==> src/rtl/plfd_pkg.sv <==
// ----------------------------------------------------------------------------
// plfd_pkg
// Types and constants shared by the line follower drive controller.
// ----------------------------------------------------------------------------
package plfd_pkg;

	localparam int ERR_W   = 11;
	localparam int DER_W   = 12;
	localparam int INTEG_W = 16;
	localparam int GAIN_W  = 16;
	localparam int SPD_W   = 12;
	localparam int POS_W   = 24;
	localparam int PP_W    = GAIN_W + 1 + ERR_W - 1;
	localparam int PI_W    = GAIN_W + 1 + INTEG_W;
	localparam int PD_W    = GAIN_W + 1 + DER_W - 1;
	localparam int SUM_W   = PI_W + 3;
	localparam int INTEG_SUM_W = INTEG_W + 2;
	localparam int LEAK_SHIFT  = 3;

	typedef enum logic [2:0] {
		REG_STOP_MODE       = 3'd0,
		REG_CRUISE_SPEED    = 3'd1,
		REG_DISTANCE_TARGET = 3'd2,
		REG_ERROR_OFFSET    = 3'd3,
		REG_GAIN_P          = 3'd4,
		REG_GAIN_I          = 3'd5,
		REG_GAIN_D          = 3'd6,
		REG_RANGE_THRESHOLD = 3'd7
	} plfd_reg_t;

	localparam logic              RST_STOP_MODE       = 1'b0;
	localparam logic signed [11:0] RST_CRUISE_SPEED   = 12'sd1100;
	localparam logic signed [23:0] RST_DISTANCE_TARGET = 24'sd0;
	localparam logic [9:0]        RST_ERROR_OFFSET    = 10'd823;
	localparam logic [15:0]       RST_GAIN_P          = 16'd614;
	localparam logic [15:0]       RST_GAIN_I          = 16'd26;
	localparam logic [15:0]       RST_GAIN_D          = 16'd2099;
	localparam logic [11:0]       RST_RANGE_THRESHOLD = 12'd650;

	typedef struct packed {
		logic                    start_req;
		logic [9:0]              line_sample;
		logic [11:0]             range_sample;
		logic signed [POS_W-1:0] motor_position;
	} plfd_sample_t;

	typedef struct packed {
		logic signed [SPD_W-1:0] left_speed;
		logic signed [SPD_W-1:0] right_speed;
		logic                    done_res;
	} plfd_result_t;

	typedef struct packed {
		plfd_reg_t   index;
		logic [23:0] value;
	} plfd_cfg_wr_t;

	typedef struct packed {
		logic                    stop_mode;
		logic signed [SPD_W-1:0] cruise_speed;
		logic signed [POS_W-1:0] distance_target;
		logic [9:0]              error_offset;
		logic [GAIN_W-1:0]       gain_p;
		logic [GAIN_W-1:0]       gain_i;
		logic [GAIN_W-1:0]       gain_d;
		logic [11:0]             range_threshold;
	} plfd_regs_t;

endpackage

==> src/rtl/plfd_chan_if.sv <==
// ----------------------------------------------------------------------------
// plfd_chan_if
// Valid/ready channel carrying one item of type T.
// ----------------------------------------------------------------------------
interface plfd_chan_if #(
	parameter type T = logic
);
	logic valid;
	logic ready;
	T     data;

	modport source (output valid, output data, input ready);
	modport sink (input valid, input data, output ready);
endinterface

==> src/rtl/plfd_cfg.sv <==
// ----------------------------------------------------------------------------
// plfd_cfg
// Configuration register file; always ready, one register per write.
// ----------------------------------------------------------------------------
module plfd_cfg (
	input  logic               clk,
	input  logic               arst_n,
	plfd_chan_if.sink          cfg,
	output plfd_pkg::plfd_regs_t regs
);
	import plfd_pkg::*;

	plfd_regs_t regs_q;

	assign cfg.ready = 1'b1;
	assign regs      = regs_q;

	always_ff @(posedge clk or negedge arst_n) begin
		if (!arst_n) begin
			regs_q.stop_mode       <= RST_STOP_MODE;
			regs_q.cruise_speed    <= RST_CRUISE_SPEED;
			regs_q.distance_target <= RST_DISTANCE_TARGET;
			regs_q.error_offset    <= RST_ERROR_OFFSET;
			regs_q.gain_p          <= RST_GAIN_P;
			regs_q.gain_i          <= RST_GAIN_I;
			regs_q.gain_d          <= RST_GAIN_D;
			regs_q.range_threshold <= RST_RANGE_THRESHOLD;
		end else if (cfg.valid) begin
			case (cfg.data.index)
				REG_STOP_MODE:       regs_q.stop_mode       <= cfg.data.value[0];
				REG_CRUISE_SPEED:    regs_q.cruise_speed    <= cfg.data.value[11:0];
				REG_DISTANCE_TARGET: regs_q.distance_target <= cfg.data.value[23:0];
				REG_ERROR_OFFSET:    regs_q.error_offset    <= cfg.data.value[9:0];
				REG_GAIN_P:          regs_q.gain_p          <= cfg.data.value[15:0];
				REG_GAIN_I:          regs_q.gain_i          <= cfg.data.value[15:0];
				REG_GAIN_D:          regs_q.gain_d          <= cfg.data.value[15:0];
				REG_RANGE_THRESHOLD: regs_q.range_threshold <= cfg.data.value[11:0];
				default: ;
			endcase
		end
	end
endmodule

==> src/rtl/pid_line_follow_drive.sv <==
// ----------------------------------------------------------------------------
// pid_line_follow_drive
// PID line follower for a differential drive.
//
// Channels: sample (sink) takes one control tick per item: start request,
// line sample, range sample and motor position. result (source) returns one
// item per tick: left and right speed commands and the done flag. cfg (sink)
// writes one register per item and is always ready; write it only while idle.
// Pipeline: stage 1, stage 2, output register. Throughput: one tick per
// cycle while results are taken. Controller state (integral, last error,
// done) updates as the tick is accepted, so the next tick may follow at once;
// the three gain products sit in their own stage before the speed sum.
// Reset: registers take their defaults, integral, last error, done and the
// held speeds clear, and the pipeline empties.
// Stall: each of the three stages holds while the one after it is full, so
// up to three ticks are taken while result.ready stays low, then sample.ready
// drops.
// ----------------------------------------------------------------------------
module pid_line_follow_drive #(
	parameter int GAIN_FRAC_BITS = 8,
	parameter int SPEED_LIMIT    = 1500
) (
	input logic       clk,
	input logic       arst_n,
	plfd_chan_if.sink   sample,
	plfd_chan_if.source result,
	plfd_chan_if.sink   cfg
);
	import plfd_pkg::*;

	localparam int LIM_W = SUM_W + 1;
	localparam logic signed [LIM_W-1:0] LIM_HI = LIM_W'(SPEED_LIMIT);
	localparam logic signed [LIM_W-1:0] LIM_LO = -LIM_HI;
	localparam logic signed [SUM_W-1:0] ROUND_BIAS = SUM_W'((1 << GAIN_FRAC_BITS) - 1);
	localparam logic signed [INTEG_SUM_W-1:0] INTEG_MAX = INTEG_SUM_W'(32767);
	localparam logic signed [INTEG_SUM_W-1:0] INTEG_MIN = -INTEG_SUM_W'(32768);

	plfd_regs_t   regs;
	plfd_sample_t smp;

	plfd_cfg u_cfg (
		.clk    (clk),
		.arst_n (arst_n),
		.cfg    (cfg),
		.regs   (regs)
	);

	// controller state
	logic signed [INTEG_W-1:0] integ_q;
	logic signed [ERR_W-1:0]   prev_err_q;
	logic                      finished_q;
	logic signed [SPD_W-1:0]   held_left_q;
	logic signed [SPD_W-1:0]   held_right_q;

	// stage 1
	logic                      v_s1, hold_s1;
	logic signed [ERR_W-1:0]   err_s1;
	logic signed [INTEG_W-1:0] integ_s1;
	logic signed [DER_W-1:0]   der_s1;

	// stage 2
	logic                   v_s2, hold_s2;
	logic signed [PP_W-1:0] prod_p_s2;
	logic signed [PI_W-1:0] prod_i_s2;
	logic signed [PD_W-1:0] prod_d_s2;

	// output register
	logic         v_q;
	plfd_result_t res_q;

	logic adv_q, adv_s2, adv_s1, take;

	assign adv_q  = !v_q || result.ready;
	assign adv_s2 = !v_s2 || adv_q;
	assign adv_s1 = !v_s1 || adv_s2;
	assign take   = sample.valid && adv_s1;

	assign sample.ready = adv_s1;
	assign result.valid = v_q;
	assign result.data  = res_q;
	assign smp          = sample.data;

	// tick front end: stop test, error, integral, derivative
	logic                          fin_eff, stop, run;
	logic signed [INTEG_W-1:0]     integ_base;
	logic signed [ERR_W-1:0]       prev_base, err;
	logic signed [INTEG_SUM_W-1:0] integ_sum;
	logic signed [INTEG_W-1:0]     integ_new;
	logic signed [DER_W-1:0]       der;

	always_comb begin
		fin_eff    = smp.start_req ? 1'b0 : finished_q;
		integ_base = smp.start_req ? '0 : integ_q;
		prev_base  = smp.start_req ? '0 : prev_err_q;
		stop       = regs.stop_mode ? (smp.range_sample <= regs.range_threshold)
		                            : (smp.motor_position >= regs.distance_target);
		run        = !fin_eff && !stop;
		err        = $signed({1'b0, smp.line_sample}) - $signed({1'b0, regs.error_offset});
		integ_sum  = INTEG_SUM_W'(integ_base) - INTEG_SUM_W'(integ_base >>> LEAK_SHIFT)
		           + INTEG_SUM_W'(err);
		if (integ_sum > INTEG_MAX)
			integ_new = INTEG_MAX[INTEG_W-1:0];
		else if (integ_sum < INTEG_MIN)
			integ_new = INTEG_MIN[INTEG_W-1:0];
		else
			integ_new = integ_sum[INTEG_W-1:0];
		der = DER_W'(err) - DER_W'(prev_base);
	end

	always_ff @(posedge clk or negedge arst_n) begin
		if (!arst_n) begin
			integ_q    <= '0;
			prev_err_q <= '0;
			finished_q <= 1'b0;
		end else if (take) begin
			finished_q <= !run;
			integ_q    <= run ? integ_new : integ_base;
			prev_err_q <= run ? err : prev_base;
		end
	end

	always_ff @(posedge clk or negedge arst_n) begin
		if (!arst_n) begin
			v_s1 <= 1'b0;
		end else if (adv_s1) begin
			v_s1 <= sample.valid;
		end
	end

	always_ff @(posedge clk) begin
		if (take) begin
			hold_s1  <= !run;
			err_s1   <= err;
			integ_s1 <= integ_new;
			der_s1   <= der;
		end
	end

	// gain products
	always_ff @(posedge clk or negedge arst_n) begin
		if (!arst_n) begin
			v_s2 <= 1'b0;
		end else if (adv_s2) begin
			v_s2 <= v_s1;
		end
	end

	always_ff @(posedge clk) begin
		if (adv_s2 && v_s1) begin
			hold_s2   <= hold_s1;
			prod_p_s2 <= PP_W'(err_s1) * $signed(PP_W'({1'b0, regs.gain_p}));
			prod_i_s2 <= PI_W'(integ_s1) * $signed(PI_W'({1'b0, regs.gain_i}));
			prod_d_s2 <= PD_W'(der_s1) * $signed(PD_W'({1'b0, regs.gain_d}));
		end
	end

	// sum, scale toward zero, steer and saturate
	logic signed [SUM_W-1:0] pid_sum, turn;
	logic signed [LIM_W-1:0] left_w, right_w;
	logic signed [SPD_W-1:0] left_new, right_new;

	always_comb begin
		pid_sum = SUM_W'(prod_p_s2) + SUM_W'(prod_i_s2) + SUM_W'(prod_d_s2);
		turn    = (pid_sum + (pid_sum[SUM_W-1] ? ROUND_BIAS : SUM_W'(0))) >>> GAIN_FRAC_BITS;
		left_w  = LIM_W'(regs.cruise_speed) + LIM_W'(turn);
		right_w = LIM_W'(regs.cruise_speed) - LIM_W'(turn);
		if (left_w > LIM_HI)
			left_new = LIM_HI[SPD_W-1:0];
		else if (left_w < LIM_LO)
			left_new = LIM_LO[SPD_W-1:0];
		else
			left_new = left_w[SPD_W-1:0];
		if (right_w > LIM_HI)
			right_new = LIM_HI[SPD_W-1:0];
		else if (right_w < LIM_LO)
			right_new = LIM_LO[SPD_W-1:0];
		else
			right_new = right_w[SPD_W-1:0];
	end

	always_ff @(posedge clk or negedge arst_n) begin
		if (!arst_n) begin
			v_q          <= 1'b0;
			held_left_q  <= '0;
			held_right_q <= '0;
		end else begin
			if (adv_q)
				v_q <= v_s2;
			if (adv_q && v_s2 && !hold_s2) begin
				held_left_q  <= left_new;
				held_right_q <= right_new;
			end
		end
	end

	always_ff @(posedge clk) begin
		if (adv_q && v_s2) begin
			res_q.done_res    <= hold_s2;
			res_q.left_speed  <= hold_s2 ? held_left_q : left_new;
			res_q.right_speed <= hold_s2 ? held_right_q : right_new;
		end
	end
endmodule

==> src/flat_wrapper.sv <==
// flat-port wrapper written by rule: the top's interface ports become plain ports
module pid_line_follow_drive_flat import plfd_pkg::*;
#(
	parameter int GAIN_FRAC_BITS = 8,
	parameter int SPEED_LIMIT    = 1500
)
  (clk, arst_n, sample_valid, sample_data, sample_ready, result_valid, result_data, result_ready, cfg_valid, cfg_data, cfg_ready);
  plfd_chan_if #(.T(plfd_sample_t)) sample_i ();
  plfd_chan_if #(.T(plfd_result_t)) result_i ();
  plfd_chan_if #(.T(plfd_cfg_wr_t)) cfg_i ();
  input logic clk;
  input logic arst_n;
  input wire logic [$bits(sample_i.valid)-1:0] sample_valid;
  input wire logic [$bits(sample_i.data)-1:0] sample_data;
  output wire logic [$bits(sample_i.ready)-1:0] sample_ready;
  output wire logic [$bits(result_i.valid)-1:0] result_valid;
  output wire logic [$bits(result_i.data)-1:0] result_data;
  input wire logic [$bits(result_i.ready)-1:0] result_ready;
  input wire logic [$bits(cfg_i.valid)-1:0] cfg_valid;
  input wire logic [$bits(cfg_i.data)-1:0] cfg_data;
  output wire logic [$bits(cfg_i.ready)-1:0] cfg_ready;
  assign sample_i.valid = sample_valid;
  assign sample_i.data = sample_data;
  assign sample_ready = sample_i.ready;
  assign result_valid = result_i.valid;
  assign result_data = result_i.data;
  assign result_i.ready = result_ready;
  assign cfg_i.valid = cfg_valid;
  assign cfg_i.data = cfg_data;
  assign cfg_ready = cfg_i.ready;
  pid_line_follow_drive #(.GAIN_FRAC_BITS(GAIN_FRAC_BITS), .SPEED_LIMIT(SPEED_LIMIT)) u_core (.clk(clk), .arst_n(arst_n), .sample(sample_i), .result(result_i), .cfg(cfg_i));
endmodule
==> config.mk <==
export PLATFORM = sky130hd
export DESIGN_NAME = pid_line_follow_drive_flat
export DESIGN_NICKNAME = d
export VERILOG_FILES = /design/src/rtl/plfd_pkg.sv /design/src/rtl/plfd_chan_if.sv /design/src/rtl/plfd_cfg.sv /design/src/rtl/pid_line_follow_drive.sv /design/src/flat_wrapper.sv
export SDC_FILE = /design/constraint.sdc
export NUM_CORES = 2
export LEC_CHECK = 0
export BUFFER_PORTS_ARGS = -buffer_cell sky130_fd_sc_hd__clkbuf_2
export CAP_MARGIN = 30
export CORE_MARGIN = 5
export CORE_UTILIZATION = 56
export CTS_CLUSTER_SIZE = 40
export DETAILED_ROUTE_END_ITERATION = 8
export PLACE_DENSITY = 0.73
export RECOVER_POWER = 50
export SYNTH_ARGS = -nofsm -noshare
export SYNTH_HDL_FRONTEND = slang
export SYNTH_SLANG_ARGS = --single-unit
==> constraint.sdc <==
create_clock -name clk -period 10.6 [get_ports clk]
set_clock_uncertainty 0.2 [all_clocks]
set_input_delay 0 -clock clk [delete_from_list [all_inputs] [get_ports clk]]
set_output_delay 0 -clock clk [all_outputs]
set_load 0.02 [all_outputs]
-- Word level (Yosys, flattened, before mapping)
Cells that the tools add are included.
- add/subtract/negate cells: 9
- multipliers: 3
- muxes and demuxes: 15
- reduce and logical (&&, ||, !) cells: 24
- equal/unequal tests: 7
- order comparisons: 8
- operator list (operator ; number):
    greater-than comparator 37 x 12 -> 1 bit (second input constant) ; 2
    < comparator 37 x 12 -> 1 bit (second input constant) ; 2
    2-to-1 mux 12 bit ; 6
    2-to-1 mux 16 bit ; 4
    adder 36 x 9 -> 36 bit ; 1
    adder 34 x 28 -> 35 bit ; 1
    adder 27 x 33 -> 34 bit ; 1
    multiplier 16 x 17 -> 33 bit ; 1
    adder 12 x 28 -> 29 bit ; 1
    subtractor 12 x 28 -> 29 bit ; 1
    multiplier 12 x 17 -> 28 bit ; 1
    multiplier 11 x 17 -> 27 bit ; 1
    >= comparator 24 bit ; 1
    2-to-1 mux 11 bit ; 2
    adder 17 x 11 -> 18 bit ; 1
    greater-than comparator 18 x 16 -> 1 bit (second input constant) ; 1
    < comparator 18 x 16 -> 1 bit (second input constant) ; 1
    subtractor 16 x 13 -> 17 bit ; 1
    AND reduction 2 bit ; 8
    equality test 3 bit (second input constant) ; 4
    less-or-equal comparator 12 bit ; 1
    subtractor 11 x 11 -> 12 bit ; 1
    subtractor 10 x 10 -> 11 bit ; 1
    2-to-1 mux 8 bit ; 1
    other kinds (7) ; 21
- flip-flop bits (word level): 316
- output and inout port bits: 28

-- Longest topological paths before layout
- depth after elaboration: 9
- mapped depth: 39

-- Cells and area by module
A second synthesis with hierarchy kept.
- cell total of the unflattened synthesis: 4355
- area, all modules: 41818.9 um2
- by module, submodules not included (module ; area an instance (um2) ; instances ; cells an instance ; sequential area each (um2)):
    pid_line_follow_drive ; 37508.5 ; 1 ; 4117 ; 6000.8
    plfd_cfg ; 4310.4 ; 1 ; 238 ; 2712.6

-- Worst setup path before layout
OpenSTA, ideal clock, no wires.
- path kind: register to register
- start point: reg u_core.prod_d_s2[11]
- end point: reg u_core.res_q (netlist bit u_core.result.data[15]) (data pin)
- arrival: 8.002 ns
- path slack: 2.139 ns
- stages on the path, launching flop included: 36
- data required time: 10.141 ns
- library setup time: 0.259 ns
- buffers on the path: 2
- path through: edfxtp_1 > fa_1 > ha_1 > clkbuf_1 > a21oi_1 > o211ai_1 > o21ai_0 > o21a_1 > a211oi_1 > nor2_1 > o21ai_0 > inv_1 > ha_1 > a21oi_1 > nor2b_1 > o21ai_0 > nand2b_1 > and3_1 > a41oi_1 > nor3_1 > and2_1 > nand3_1 > nor2_1 > xnor2_1 > ha_1 > clkbuf_1 > o21a_1 > o21ai_0 > nor4_2 > nor3_2 > o31a_1 > xnor2_1 > or4_1 > or4_1 > o21a_1 > o31a_1
- cells in the longest elaborated chain, start to end: 8
- elaborated cells between the ends (all ways): 9
- classes of those cells: add/sub: 3; order compare: 2; mux: 4
- ends and longest elaborated chain (item ; line ; source):
    from (decl) ; pid_line_follow_drive.sv:65 ; logic signed [PD_W-1:0] prod_d_s2;
    from (signal assigned) ; pid_line_follow_drive.sv:153 ; prod_d_s2 <= PD_W'(der_s1) * $signed(PD_W'({1'b0, regs.gain_d}));
    adder 34 x 28 -> 35 bit * ; pid_line_follow_drive.sv:163 ; pid_sum = SUM_W'(prod_p_s2) + SUM_W'(prod_i_s2) + SUM_W'(prod_d_s2);
    2-to-1 mux 8 bit ; pid_line_follow_drive.sv:164 ; turn = (pid_sum + (pid_sum[SUM_W-1] ? ROUND_BIAS : SUM_W'(0))) >>> GAIN_FRAC_BITS;
    adder 36 x 9 -> 36 bit * ; pid_line_follow_drive.sv:164 ;
    adder 12 x 28 -> 29 bit * ; pid_line_follow_drive.sv:165 ; left_w = LIM_W'(regs.cruise_speed) + LIM_W'(turn);
    < comparator 37 x 12 -> 1 bit ; pid_line_follow_drive.sv:169 ; else if (left_w < LIM_LO)
    2-to-1 mux 12 bit ; pid_line_follow_drive.sv:169 ;
    2-to-1 mux 12 bit * ; pid_line_follow_drive.sv:167 ; if (left_w > LIM_HI)
    2-to-1 mux 12 bit * ; pid_line_follow_drive.sv:199 ; res_q.left_speed <= hold_s2 ? held_left_q : left_new;
    to (decl) ; pid_line_follow_drive.sv:69 ; plfd_result_t res_q;
Every way passes the cells marked *; elsewhere a longest branch is shown, timed or not.
A chain may end at the register's enable or synchronous reset.

-- Worst setup path in the final report
- start point: reg u_core.prod_d_s2[3]
- end point: reg u_core.res_q (netlist bit u_core.result.data[19]) (data pin)
Same word-level chain as after synthesis.

==> impl_metrics.tcl <==
set metrics [dict create \
    status "finished with violations" \
    slew_violations 307 \
    min_to "u_core.err_s1[4]" \
    synth-seq-cells 316 \
    grt_usage_pct 26.6 \
    tightest_slew_ns 3.81 \
    synth_cell_type_count 89 \
    rsz0062_at_grt "no" \
    critPathMaxStageDelay_ns 0.62 \
    setup_viol 0 \
    whs_path_depth 3 \
    critPathKind "flip-flop to flip-flop" \
    hold_start "sample_data[40]" \
    critPathSlowestCell "o21ai_0" \
    syn_inst 4468 \
    cts_max_level 2 \
    synthTopCellsByArea "fa_1 (24%), ha_1 (13%), edfxtp_1 (11%)" \
    synth_top_family_by_area "adder cells" \
    hp-class "input port to flip-flop" \
    async_flop_share_pct 51.3 \
    drc 0 \
    synth-simple-area-share_pct 16.2 \
    vias 32000 \
    initial_core_util_pct 56.4 \
    yosys.area.top_type "fa_1" \
    drive_gt1_share_pct 6.77 \
    cp-start-kind "flip-flop" \
    hpwl_um 83700 \
    grt_max_degree 72 \
    grt_pass1_wl_um 175000 \
    ioPinCount 107 \
    wire_per_inst_um 19.2 \
    path_max_fanout 10 \
    maxCapViolCount 6 \
    timing.fmax_ghz 0.102 \
    synth_top_area_share_pct 24.5 \
    area_growth_pct 8.01 \
    hold_viol_final 0 \
    antenna_found_initial 7 \
    cts_buffers 39 \
    fillCellCount 6177 \
    synthAdderAreaFrac_pct 37.9 \
    die_w_um 284 \
    violations "max-capacitance violations, max-slew violations" \
    coreArea_um2 74400 \
    reg2reg_slack_ns 0.82 \
    synthXorXnorAreaFrac_pct 4.29 \
    synth.cell_area_um2 42000 \
    cp.arrival_ns 9.90 \
    dr.first_iter.drc_count 2412 \
    postLayoutSetupSlackWorst_ns 0.815 \
    synth_mux_area_share_pct 2.52 \
    cp.required_ns 10.71 \
    startpoint "u_core.prod_d_s2[3]" \
    relSlewSlack_pct -154 \
    wirelength_um 107000 \
    seq_area_um2 8710 \
    clkTransAtPathRegs_ns 0.06 \
    r2r-end "u_core.result.data[19]" \
    multi_input_area_um2 30000 \
    synth_edf_count 154 \
    cts_tree "built" \
    vias_per_cell 5.77 \
    placed_area_um2 43300 \
    root_buffer "clkbuf_16" \
    ant_nets 0 \
    min_period_ns 9.78 \
    dieArea_um2 80600 \
    syn_nets 5510 \
    worst_path_most_repeated_cell "o21ai_0" \
    post-cts-setup-buffers 0 \
    nNetsFinal 5591 \
    syn_area_per_cell_um2 9.40 \
    cts.sinks 316 \
    yosysSeqAreaShare_pct 20.7 \
    insertion_delay_ns 0.59 \
    worstSetupEndpointType "flip-flop" \
    yosysWarningCount 0 \
    die_h_um 284 \
    ctsLongestPathBuffers 3 \
    gp_congestion 0.920 \
    post-route-period-util_pct 92.3 \
    final_area_um2 45400 \
    rr_worst_depth 33 \
    grt_overflow 0 \
    finalSetupTns_ns 0 \
    first_global_vias 32500 \
    rr_startpoint "u_core.prod_d_s2[3]" \
    row_count 100 \
    place_ws_ns 0.804 \
    drt_pre_antenna_iters 5 \
    synth_compound_area_share_pct 10.5 \
    ys.flop_type "edfxtp_1" \
    portBuffers 105 \
]
## Yosys cell counts, drive strengths merged (45+ instances only)
cell type and number:
nor3 66, clkbuf 154, fa 514, nor2b 45
edfxtp 154, xnor2 149, inv 709, nand2 498
a21oi 174, mux2 85, o21ai 134, nor2 160
nand2b 99, and2 254, nand3 61, a21o 63
ha 449, dfrtp 134, xor2 57
## registers in the layout, summed over array words and instances, names as in the netlist, 11 cells and up
signal,cells
u_core.prod_i_s2,33
u_core.prev_err_q,11
u_core.held_left_q,12
u_core.result.data,25
u_core.prod_p_s2,27
u_core.held_right_q,12
u_core.u_cfg.regs,107
u_core.integ_s1,16
u_core.der_s1,12
u_core.integ_q,16
u_core.prod_d_s2,28
u_core.err_s1,11
## layout make-up
type                            count  area share, %
Inverter                          711           5.88
Antenna cell                        5         0.0276
Timing Repair Buffer              202           2.99
Multi-Input combinational cell   3279           66.2
Clock inverter                     25          0.676
Clock buffer                       47           2.33
Sequential cell                   316           19.2
Tap cell                          969           2.67
## worst max-delay path by stage
stage	slack [ns]	to
6_report	0.82	u_core.result.data[19]
5_1_grt	0.04	u_core.result.data[15]
4_1_cts	0.76	u_core.result.data[19]
3_5_place_dp	0.80	u_core.result.data[19]
3_3_place_gp	0.98	u_core.result.data[17]
2_1_floorplan	2.14	u_core.result.data[15]
## through the flow
stage                     hold slack (ns)  util, %  std cells
after floorplan                    -0.496        -       4468
after detailed placement           -0.266     58.2       5402
after global placement             -0.265     58.2       5400
after CTS                         0.00534     61.0       5548
final                              0.0302     61.0       5554
after global routing               0.0193     60.9       5549
## critical path, delay by kind of cell (launching register included)
kind / cells / cell delay, ns
AOI/OAI and AO/OA: 16 / 4.45
xor gates and xnor gates: 2 / 0.52
adders and majority gates: 4 / 1.73
buffers and inverters: 1 / 0.25
DFF: 1 / 0.40
and+or+nand+nor: 10 / 2.00
## metal layers
metal,vias up,track usage (%),share of wire (%)
met1,16000,36.7,43
met3,170,3.82,6.4
met4,0,7.65,3.0
met2,1052,44.3,48
li1,14800,-,-
met5,-,0,0
## kinds of logic (layout without fill, tap and decap cells)
| kind of cell | Yosys count | in the layout |
|---|---|---|
| AND/OR/NAND/NOR | 1355 | 1355 |
| adder cells (fa/ha/maj) | 963 | 963 |
| buffers and inverters | 873 | 985 |
| AO/OA/AOI/OAI | 659 | 659 |
| flip-flops | 316 | 316 |
| XOR/XNOR | 206 | 206 |
| multiplexers | 95 | 95 |
| other | 1 | 6 |
## timing repair
| action | 4_1_cts | 5_1_grt |
|---|---|---|
| resized for setup | 0 | 5 |
| hold endpoints to repair | 241 | 0 |
| hold buffers | 74 | 0 |
| setup endpoints to repair | 0 | 30 |
## layout by cell type (no fill, tap or decap), types with 16 or more instances in the layout
| master | count |
|---|---|
| clkbuf_1 | 46 |
| a211o_1 | 18 |
| nand2_1 | 498 |
| or3_1 | 16 |
| nor3b_1 | 23 |
| dlygate4sd3_1 | 73 |
| and2_1 | 244 |
| nor2b_1 | 44 |
| dfrtp_1 | 134 |
| o31ai_1 | 19 |
| inv_1 | 709 |
| o21bai_1 | 22 |
| xnor2_1 | 149 |
| o211ai_1 | 21 |
| nand4_1 | 35 |
| o21a_1 | 37 |
| nor2_1 | 160 |
| xor2_1 | 57 |
| a31oi_1 | 22 |
| mux2_2 | 85 |
| clkbuf_2 | 74 |
| dfstp_2 | 27 |
| nor3_1 | 62 |
| and3_1 | 34 |
| ha_1 | 449 |
| nand3_1 | 61 |
| a211oi_1 | 26 |
| fa_1 | 514 |
| a21oi_1 | 174 |
| o21ai_0 | 130 |
| a21o_1 | 63 |
| clkbuf_16 | 41 |
| edfxtp_1 | 154 |
| nand2b_1 | 99 |
Power is not shown: default switching activity piles up to over one toggle a cycle in this logic, so the estimate is an artifact.
